$ cat src/fcstm_pkg.sv
package fcstm_pkg;

   localparam int unsigned CHANNELS     = 4;
   localparam int unsigned BASE_CLOCK   = 3072000;
   localparam int unsigned FREQ_SPAN    = 2048;
   localparam int unsigned SWEEP_UNIT   = 8192;

   // base clock already divided by the <<5 of the span and by the sweep unit
   localparam logic [16:0] SPAN_DIVIDEND  = 17'(BASE_CLOCK / 32);
   localparam logic [16:0] SWEEP_DIVIDEND = 17'(BASE_CLOCK / SWEEP_UNIT);
   localparam logic [16:0] SAMPLE_RATE_RESET = 17'd44100;

   localparam int unsigned DIV_WIDTH = 17;

   localparam logic [7:0] ADDR_FREQ_BASE = 8'h80;
   localparam logic [7:0] ADDR_VOL_BASE  = 8'h88;
   localparam logic [7:0] ADDR_SWEEP_AMT = 8'h8C;
   localparam logic [7:0] ADDR_SWEEP_TIM = 8'h8D;
   localparam logic [7:0] ADDR_CONTROL   = 8'h90;

   localparam logic OP_WRITE = 1'b0;
   localparam logic OP_TICK  = 1'b1;

   localparam logic [15:0] TONE_LEVEL = 16'd16;

endpackage

$ cat src/four_channel_square_tone_mixer_core.sv
// Four-channel square-tone mixer.
//
// Input channel (req_): one word is either a bus write (req_operation low,
// req_address/req_write_data) or a sample tick (req_operation high). Each tick
// gives exactly one result word on rsp_ (left and right signed samples);
// writes give none. csr_write_enable/csr_write_data set the sample rate.
//
// Timing: a plain write does not hold off the next word. A tick's result is
// registered in the cycle after acceptance. A frequency or sweep-time write, and a
// tick on which the sweep reloads channel 2, start a period calculation: the period is
// found by two back-to-back passes of one restoring divider (one quotient bit a
// cycle), and req_stall stays high until both passes are done.
//
// Reset clears all channel state and sets the sample rate to 44100.
// When the receiver stalls, the result word holds on rsp_, and req_stall is
// raised so that no further word is taken until the pending result has gone.
module four_channel_square_tone_mixer_core (
   input  logic               clock,
   input  logic               reset,
   input  logic               req_valid,
   output logic               req_stall,
   input  logic               req_operation,
   input  logic [7:0]         req_address,
   input  logic [7:0]         req_write_data,
   output logic               rsp_valid,
   input  logic               rsp_stall,
   output logic signed [15:0] rsp_left_sample,
   output logic signed [15:0] rsp_right_sample,
   input  logic               csr_write_enable,
   input  logic [16:0]        csr_write_data
);

   localparam int unsigned NCH = fcstm_pkg::CHANNELS;

   // sequencer codes
   localparam logic [1:0] ST_IDLE = 2'd0;
   localparam logic [1:0] ST_DIVA = 2'd1; // span or sweep quotient
   localparam logic [1:0] ST_DIVB = 2'd2; // sample rate over that quotient

   logic [1:0]  state_ff, state_in;
   logic [16:0] sample_rate_ff, sample_rate_in;

   logic [10:0] freq_ff     [NCH];
   logic [10:0] freq_in     [NCH];
   logic [11:0] period_ff   [NCH];
   logic [11:0] period_in   [NCH];
   logic [11:0] pos_ff      [NCH];
   logic [11:0] pos_in      [NCH];
   logic [3:0]  vol_l_ff    [NCH];
   logic [3:0]  vol_l_in    [NCH];
   logic [3:0]  vol_r_ff    [NCH];
   logic [3:0]  vol_r_in    [NCH];
   logic [NCH-1:0] enable_ff, enable_in;
   logic [NCH-1:0] neg_ff, neg_in;
   logic [7:0]  voice_ff, voice_in;
   logic [2:0]  mode_ff, mode_in;
   logic [7:0]  sweep_amt_ff, sweep_amt_in;
   logic [16:0] sweep_int_ff, sweep_int_in;
   logic [16:0] sweep_cnt_ff, sweep_cnt_in;

   // shared divider
   logic [16:0] rem_ff, rem_in;
   logic [16:0] quo_ff, quo_in;
   logic [16:0] den_ff, den_in;
   logic [4:0]  cnt_ff, cnt_in;
   logic        tgt_sweep_ff, tgt_sweep_in;
   logic [1:0]  tgt_chan_ff, tgt_chan_in;

   logic               rsp_valid_ff, rsp_valid_in;
   logic signed [15:0] left_ff, left_in;
   logic signed [15:0] right_ff, right_in;

   logic        req_take;
   logic        rsp_take;
   logic [17:0] trial;
   logic        trial_ge;
   logic [16:0] quotient;
   logic        div_last;

   assign rsp_take  = rsp_valid_ff & ~rsp_stall;
   // hold every word while the divider is busy or a stalled result is still waiting
   assign req_stall = (state_ff != ST_IDLE) | (rsp_valid_ff & rsp_stall);
   assign req_take  = req_valid & ~req_stall;

   assign rsp_valid        = rsp_valid_ff;
   assign rsp_left_sample  = left_ff;
   assign rsp_right_sample = right_ff;

   // one restoring step a cycle
   assign trial    = {rem_ff, quo_ff[16]};
   assign trial_ge = trial >= {1'b0, den_ff};
   assign quotient = {quo_ff[15:0], trial_ge};
   assign div_last = cnt_ff == 5'(fcstm_pkg::DIV_WIDTH - 1);

   always_comb begin
      logic [1:0]  ch;
      logic [10:0] nf;
      logic [11:0] step_pos;
      logic        active;
      logic signed [15:0] lev;
      logic signed [15:0] sum_l;
      logic signed [15:0] sum_r;
      logic [16:0] sc;

      state_in       = state_ff;
      sample_rate_in = csr_write_enable ? csr_write_data : sample_rate_ff;
      freq_in        = freq_ff;
      period_in      = period_ff;
      pos_in         = pos_ff;
      vol_l_in       = vol_l_ff;
      vol_r_in       = vol_r_ff;
      enable_in      = enable_ff;
      neg_in         = neg_ff;
      voice_in       = voice_ff;
      mode_in        = mode_ff;
      sweep_amt_in   = sweep_amt_ff;
      sweep_int_in   = sweep_int_ff;
      sweep_cnt_in   = sweep_cnt_ff;
      rem_in         = rem_ff;
      quo_in         = quo_ff;
      den_in         = den_ff;
      cnt_in         = cnt_ff;
      tgt_sweep_in   = tgt_sweep_ff;
      tgt_chan_in    = tgt_chan_ff;
      rsp_valid_in   = rsp_valid_ff & ~rsp_take;
      left_in        = left_ff;
      right_in       = right_ff;
      ch       = 2'd0;
      nf       = 11'd0;
      step_pos = 12'd0;
      active   = 1'b0;
      lev      = 16'sd0;
      sum_l    = 16'sd0;
      sum_r    = 16'sd0;
      sc       = 17'd0;

      unique case (state_ff)
         ST_IDLE: begin
            if (req_take && req_operation == fcstm_pkg::OP_WRITE) begin
               if (req_address[7:3] == fcstm_pkg::ADDR_FREQ_BASE[7:3]) begin
                  ch = req_address[2:1];
                  nf = req_address[0] ? {req_write_data[2:0], freq_ff[ch][7:0]}
                                      : {freq_ff[ch][10:8], req_write_data};
                  freq_in[ch]  = nf;
                  rem_in       = 17'd0;
                  quo_in       = fcstm_pkg::SPAN_DIVIDEND;
                  den_in       = 17'(12'(fcstm_pkg::FREQ_SPAN) - {1'b0, nf});
                  cnt_in       = 5'd0;
                  tgt_sweep_in = 1'b0;
                  tgt_chan_in  = ch;
                  state_in     = ST_DIVA;
               end else if (req_address[7:2] == fcstm_pkg::ADDR_VOL_BASE[7:2]) begin
                  ch = req_address[1:0];
                  vol_l_in[ch] = req_write_data[7:4];
                  vol_r_in[ch] = req_write_data[3:0];
                  if (ch == 2'd1) begin
                     voice_in = req_write_data;
                  end
               end else if (req_address == fcstm_pkg::ADDR_SWEEP_AMT) begin
                  sweep_amt_in = req_write_data;
               end else if (req_address == fcstm_pkg::ADDR_SWEEP_TIM) begin
                  rem_in       = 17'd0;
                  quo_in       = fcstm_pkg::SWEEP_DIVIDEND;
                  den_in       = 17'(req_write_data) + 17'd1;
                  cnt_in       = 5'd0;
                  tgt_sweep_in = 1'b1;
                  state_in     = ST_DIVA;
               end else if (req_address == fcstm_pkg::ADDR_CONTROL) begin
                  enable_in = req_write_data[NCH-1:0];
                  mode_in   = req_write_data[7:5];
               end
            end else if (req_take) begin
               // sample tick: advance every running channel in parallel
               for (int c = 0; c < NCH; c++) begin
                  active = enable_ff[c]
                         & ~((c == 1) & mode_ff[0])
                         & ~((c == 3) & mode_ff[2]);
                  lev = neg_ff[c] ? -$signed(fcstm_pkg::TONE_LEVEL)
                                  : $signed(fcstm_pkg::TONE_LEVEL);
                  if (active) begin
                     step_pos = pos_ff[c] + 12'd1;
                     if (step_pos >= (period_ff[c] >> 1)) begin
                        pos_in[c] = 12'd0;
                        neg_in[c] = ~neg_ff[c];
                     end else begin
                        pos_in[c] = step_pos;
                     end
                     sum_l = sum_l + $signed({12'd0, vol_l_ff[c]}) * lev;
                     sum_r = sum_r + $signed({12'd0, vol_r_ff[c]}) * lev;
                  end else if (enable_ff[c] && c == 1) begin
                     // voice mode: raw signed byte, no volume weighting
                     sum_l = sum_l + $signed({{8{voice_ff[7]}}, voice_ff});
                     sum_r = sum_r + $signed({{8{voice_ff[7]}}, voice_ff});
                  end
               end
               left_in      = sum_l <<< 5;
               right_in     = sum_r <<< 5;
               rsp_valid_in = 1'b1;

               // channel 2 sweep; position is kept, period reloads
               if (enable_ff[2] && mode_ff[1] && sweep_int_ff != 17'd0) begin
                  sc = sweep_cnt_ff + 17'd1;
                  if (sc >= sweep_int_ff) begin
                     sweep_cnt_in = 17'd0;
                     nf = freq_ff[2] + {{3{sweep_amt_ff[7]}}, sweep_amt_ff};
                     freq_in[2]   = nf;
                     rem_in       = 17'd0;
                     quo_in       = fcstm_pkg::SPAN_DIVIDEND;
                     den_in       = 17'(12'(fcstm_pkg::FREQ_SPAN) - {1'b0, nf});
                     cnt_in       = 5'd0;
                     tgt_sweep_in = 1'b0;
                     tgt_chan_in  = 2'd2;
                     state_in     = ST_DIVA;
                  end else begin
                     sweep_cnt_in = sc;
                  end
               end
            end
         end
         ST_DIVA: begin
            rem_in = trial_ge ? 17'(trial - {1'b0, den_ff}) : trial[16:0];
            quo_in = quotient;
            cnt_in = cnt_ff + 5'd1;
            if (div_last) begin
               // second pass: sample rate over the first quotient
               rem_in   = 17'd0;
               quo_in   = sample_rate_ff;
               den_in   = quotient;
               cnt_in   = 5'd0;
               state_in = ST_DIVB;
            end
         end
         ST_DIVB: begin
            rem_in = trial_ge ? 17'(trial - {1'b0, den_ff}) : trial[16:0];
            quo_in = quotient;
            cnt_in = cnt_ff + 5'd1;
            if (div_last) begin
               if (tgt_sweep_ff) begin
                  sweep_int_in = quotient;
               end else begin
                  period_in[tgt_chan_ff] = quotient[11:0];
               end
               state_in = ST_IDLE;
            end
         end
         default: begin
            state_in = ST_IDLE;
         end
      endcase
   end

   always_ff @(posedge clock) begin
      if (reset) begin
         state_ff       <= ST_IDLE;
         sample_rate_ff <= fcstm_pkg::SAMPLE_RATE_RESET;
         for (int c = 0; c < NCH; c++) begin
            freq_ff[c]   <= 11'd0;
            period_ff[c] <= 12'd0;
            pos_ff[c]    <= 12'd0;
            vol_l_ff[c]  <= 4'd0;
            vol_r_ff[c]  <= 4'd0;
         end
         enable_ff    <= '0;
         neg_ff       <= '0;
         voice_ff     <= 8'd0;
         mode_ff      <= 3'd0;
         sweep_amt_ff <= 8'd0;
         sweep_int_ff <= 17'd0;
         sweep_cnt_ff <= 17'd0;
         cnt_ff       <= 5'd0;
         rsp_valid_ff <= 1'b0;
      end else begin
         state_ff       <= state_in;
         sample_rate_ff <= sample_rate_in;
         freq_ff        <= freq_in;
         period_ff      <= period_in;
         pos_ff         <= pos_in;
         vol_l_ff       <= vol_l_in;
         vol_r_ff       <= vol_r_in;
         enable_ff      <= enable_in;
         neg_ff         <= neg_in;
         voice_ff       <= voice_in;
         mode_ff        <= mode_in;
         sweep_amt_ff   <= sweep_amt_in;
         sweep_int_ff   <= sweep_int_in;
         sweep_cnt_ff   <= sweep_cnt_in;
         cnt_ff         <= cnt_in;
         rsp_valid_ff   <= rsp_valid_in;
      end
   end

   always_ff @(posedge clock) begin
      rem_ff       <= rem_in;
      quo_ff       <= quo_in;
      den_ff       <= den_in;
      tgt_sweep_ff <= tgt_sweep_in;
      tgt_chan_ff  <= tgt_chan_in;
      left_ff      <= left_in;
      right_ff     <= right_in;
   end

`ifndef SYNTHESIS
   a_busy_stalls: assert property (@(posedge clock) disable iff (reset)
      (state_ff != ST_IDLE) |-> req_stall)
      else $error("input taken while divider busy");

   a_div_count: assert property (@(posedge clock) disable iff (reset)
      (state_ff != ST_IDLE) |-> (cnt_ff < 5'(fcstm_pkg::DIV_WIDTH)))
      else $error("divider step count out of range");

   a_tick_result: assert property (@(posedge clock) disable iff (reset)
      (req_take && req_operation == fcstm_pkg::OP_TICK) |=> rsp_valid_ff)
      else $error("tick gave no result");

   a_divb_after_diva: assert property (@(posedge clock) disable iff (reset)
      (state_ff == ST_DIVA && div_last) |=> (state_ff == ST_DIVB && cnt_ff == 5'd0))
      else $error("second division pass did not start");
`endif

endmodule
$ cat config.mk
export PLATFORM = sky130hd
export DESIGN_NAME = four_channel_square_tone_mixer_core
export DESIGN_NICKNAME = d
export VERILOG_FILES = /design/src/fcstm_pkg.sv /design/src/four_channel_square_tone_mixer_core.sv
export SDC_FILE = /design/constraint.sdc
export NUM_CORES = 1
export LEC_CHECK = 0
export ABC_AREA = 1
export ABC_CLOCK_PERIOD_IN_PS = 14730
export BUFFER_PORTS_ARGS = -buffer_cell sky130_fd_sc_hd__buf_4
export CORE_ASPECT_RATIO = 0.6
export CORE_MARGIN = 2
export CORE_UTILIZATION = 50
export CTS_CLUSTER_DIAMETER = 80
export DETAILED_ROUTE_END_ITERATION = 6
export PLACE_DENSITY_LB_ADDON = 0.25
export SKIP_CTS_REPAIR_TIMING = 1
export SLEW_MARGIN = 20
export SYNTH_ARGS = -nofsm -noshare
export SYNTH_HDL_FRONTEND = slang
export SYNTH_SLANG_ARGS = --single-unit
$ cat constraint.sdc
create_clock -name clock -period 14.73 [get_ports clock]
set_clock_uncertainty 0.2 [all_clocks]
set_input_delay 0 -clock clock [delete_from_list [all_inputs] [get_ports clock]]
set_output_delay 0 -clock clock [all_outputs]
set_load 0.01 [all_outputs]
==> results.md <==
- Sequential fraction of the synthesis area: 0.3065
- Leakage component of the power: 12.53 nW
- Count of port buffers added during placement: 62
- Worst setup startpoint: neg_ff[0]
- Min Clock Period, post-route: 11.24 ns
- RSZ-0062 raised after global routing: no
- Number of instances in the synthesized netlist: 3,192
- Cell with the largest stage delay on the worst path: dfxtp_1
- Ant diodes: 0
- Number of distinct standard cells referenced by the synthesized netlist: 64
- Primary FF master, synth: dfxtp_1
- Total grt overflow: 0
- Final critical-path share of the clock period: 0.7633
- Clock insertion delay at the later pin of the skew report: 0.55 ns
- Initial antenna violation count: 0
- Worst Min Path Start: rsp_stall
- Placement row count: 61
- Vertical die dimension: 172.4 um
- H-tree levels: 2
- First-pass DRT Iterations: 7
- Full die area: 0.04910 sq mm
- Class of the tightest hold or removal check: input port to register
- Yosys Warn Count: 0
- Final Slew Violations: 0
- Most common library cell in the layout ignoring fill and taps: nand2_1
- Maximum clock path buffer count: 3
- Main combinational cell family by area after synthesis: simple AND/OR/NAND/NOR gates
- Top fanout value on the critical path: 10
- WL final: 65,610 um
- Post-synthesis simple-gate area fraction: 0.2345
- Worst Max-Slew Pin Slew: 1.073 ns
- CTS clock-pin slew for the worst setup and hold paths: 0.07 ns
- Mux share of post-synthesis cell area: 0
- Clock sink count: 326
- Xor/xnor share of the synthesized area: 0.03482
- VDD IR max: 0.08224 mV
- Post-synthesis async set-or-reset flop share: 0
- Initial core utilization: 0.5087
- Peak per-stage delay on the critical path: 0.59 ns
- Max Clk Rate: 0.08894 GHz
- Detailed-route wire length per cell: 16.75 um
- Power density normalized to cell area: 107.7 mW/mm^2
- Largest net degree at the start of global routing: 91
- Kind of end point of the critical path: register
- Setup violations, final: 0
- Last weighted congestion value of the routability-driven placer: 0.9609
- Number of remaining DRC errors: 2
- Mean post-synth cell area: 7.408 sq um
- Combined area of all synthesized cells: 0.02365 sq mm
- GRT Util Overall: 0.2627
- Adder and majority cell fraction of the synthesized area: 0.1801
- Critical Setup Path Class: register to register
- Total of max-cap violations: 0
- Post-layout nets: 3,599
- Commonest non-fill, non-tap cells in the layout: 686 x nand2_1, 475 x inv_1, 299 x a21oi_1
- Worst reg2reg path startpoint: neg_ff[0]
- Share of layout cells above drive strength 1: 0.06693
- # IOs: 73
- Worst slew margin: 0.2849
- Root cell of the clock tree: clkbuf_16
- Number of global-route vias before repair: 19,510
- Compound-cell area share of the yosys netlist: 0.1392
- Total count of hold-check failures in the final report: 0
- Global-route wire length before repair: 103,900 um
- Number of buffers created by CTS: 35
- Violated checks: DRC
- TritonCTS clock tree: yes
- Setup crit start kind: register
- Initial detailed-routing violation count: 2,060
- Outcome: complete, but fails checks
- Die W: 284.7 um
- Total power consumption of the routed design: 2.827 mW
- TNS Setup: 0 ns
- Number of flops mapped to enable cells by yosys: 72
- Count of vias placed by the detailed router: 21,420
- Flop and latch count out of synthesis: 326
- DPL Wire Length: 48,360 um
- Avg Vias per Cell: 5.467
- Arrival time of the worst setup path: 11.33 ns
- Core Region: 0.04648 sq mm
- Number of nets with antenna violations after routing: 0
- CP Data Required Time: 14.82 ns
- Signed area change from the synthesized netlist to the final layout: 11.02%
sequential cells by signal, indices dropped and copies added (netlist names), 8 cells and up:
signal and cells:
sweep_cnt_ff 17, pos_ff 48, sweep_amt_ff 8, voice_ff 8
vol_r_ff 16, period_ff 44, den_ff 17, rem_ff 17
sample_rate_ff 17, quo_ff 17, rsp_right_sample 11, sweep_int_ff 17
freq_ff 44, vol_l_ff 16
cells by family (layout without fill, tap and decap cells):
family          Yosys count  count (layout)
simple gates           1268            1268
xor+xnor                 94              94
flops                   326             326
compound gates          595             595
buf+inv                 612             698
other cells               1              10
fa+ha+maj               296             296
cell usage after synthesis (7+ instances only):
cell type	n	area (sq um)
nor2_2	18	112.6
nand3b_1	15	112.6
a211oi_1	25	187.7
o21ai_0	190	950.9
buf_1	7	26.28
ha_1	222	2778
buf_4	24	180.2
clkbuf_1	61	229.0
buf_2	20	100.1
fa_1	74	1481
inv_2	11	41.29
xor2_1	63	551.8
a22o_1	7	61.31
or2_2	21	131.4
edfxtp_1	72	2162
a31oi_1	8	50.05
a21o_1	10	75.07
nand2_2	13	81.33
dfxtp_1	254	5085
nor2_1	259	972.2
o22ai_1	14	87.58
inv_1	476	1787
nor3_1	27	135.1
a21oi_1	299	1496
nand4_1	44	275.3
xnor2_1	31	271.5
nand3_1	148	740.7
nand2_1	686	2575
worst max-delay path: cells and delay by family, from the launching register on:
kind / cells / cell delay (ns)
adders and majority gates: 16 / 7.15
and+or+nand+nor: 12 / 1.14
AOI/OAI and AO/OA: 6 / 1.13
buffers and inverters: 11 / 0.63
DFF: 1 / 0.59
xor gates and xnor gates: 1 / 0.14
area by class of cell:
class,count,area (sq um)
clock buffer,51,1030
clock inverter,9,71.32
fill,4194,20230
inverter,494,1876
multi-input combinational,2263,13960
sequential,326,7247
tap,630,788.3
timing repair buffer,144,1274
routing by layer:
metal / GRT usage / vias to the layer above / share of wire
met5: 0 / - / 0
met4: 0.04851 / 0 / 0.016
met3: 0.04565 / 107 / 0.087
met2: 0.3887 / 794 / 0.41
met1: 0.3993 / 10030 / 0.48
li1: - / 10490 / -
report_power, final:
part	switching (mW)	internal [mW]	leakage, nW
sequential	0.0881	1.04	2.74
clock	0.388	0.490	0.533
combinational	0.559	0.267	9.26
total	1.04	1.79	12.5
per-stage QoR:
stage,instances,hold WS (ns),area (sq um),setup WS (ns),util
global placement,3780,0.01364,24370,3.955,0.5244
floorplan,3201,-0.07369,23680,4.480,-
finish,3917,0.05929,26250,3.486,0.5648
global route,3917,0.1090,26250,2.895,0.5648
detailed placement,3780,0.02082,24370,3.603,0.5244
CTS,3840,-0.5466,25470,3.578,0.5481
path summary, 6_finish.rpt:
path	endpoint	slack [ns]	cells past startpoint
setup / recovery	rsp_left_sample[15]	3.49	46
hold / removal	tgt_chan_ff[0]	0.06	6
setup reg to reg	rsp_left_sample[15]	3.49	46
hold reg to reg	period_ff[37]	0.26	2
(Power assumes the default switching activity.)
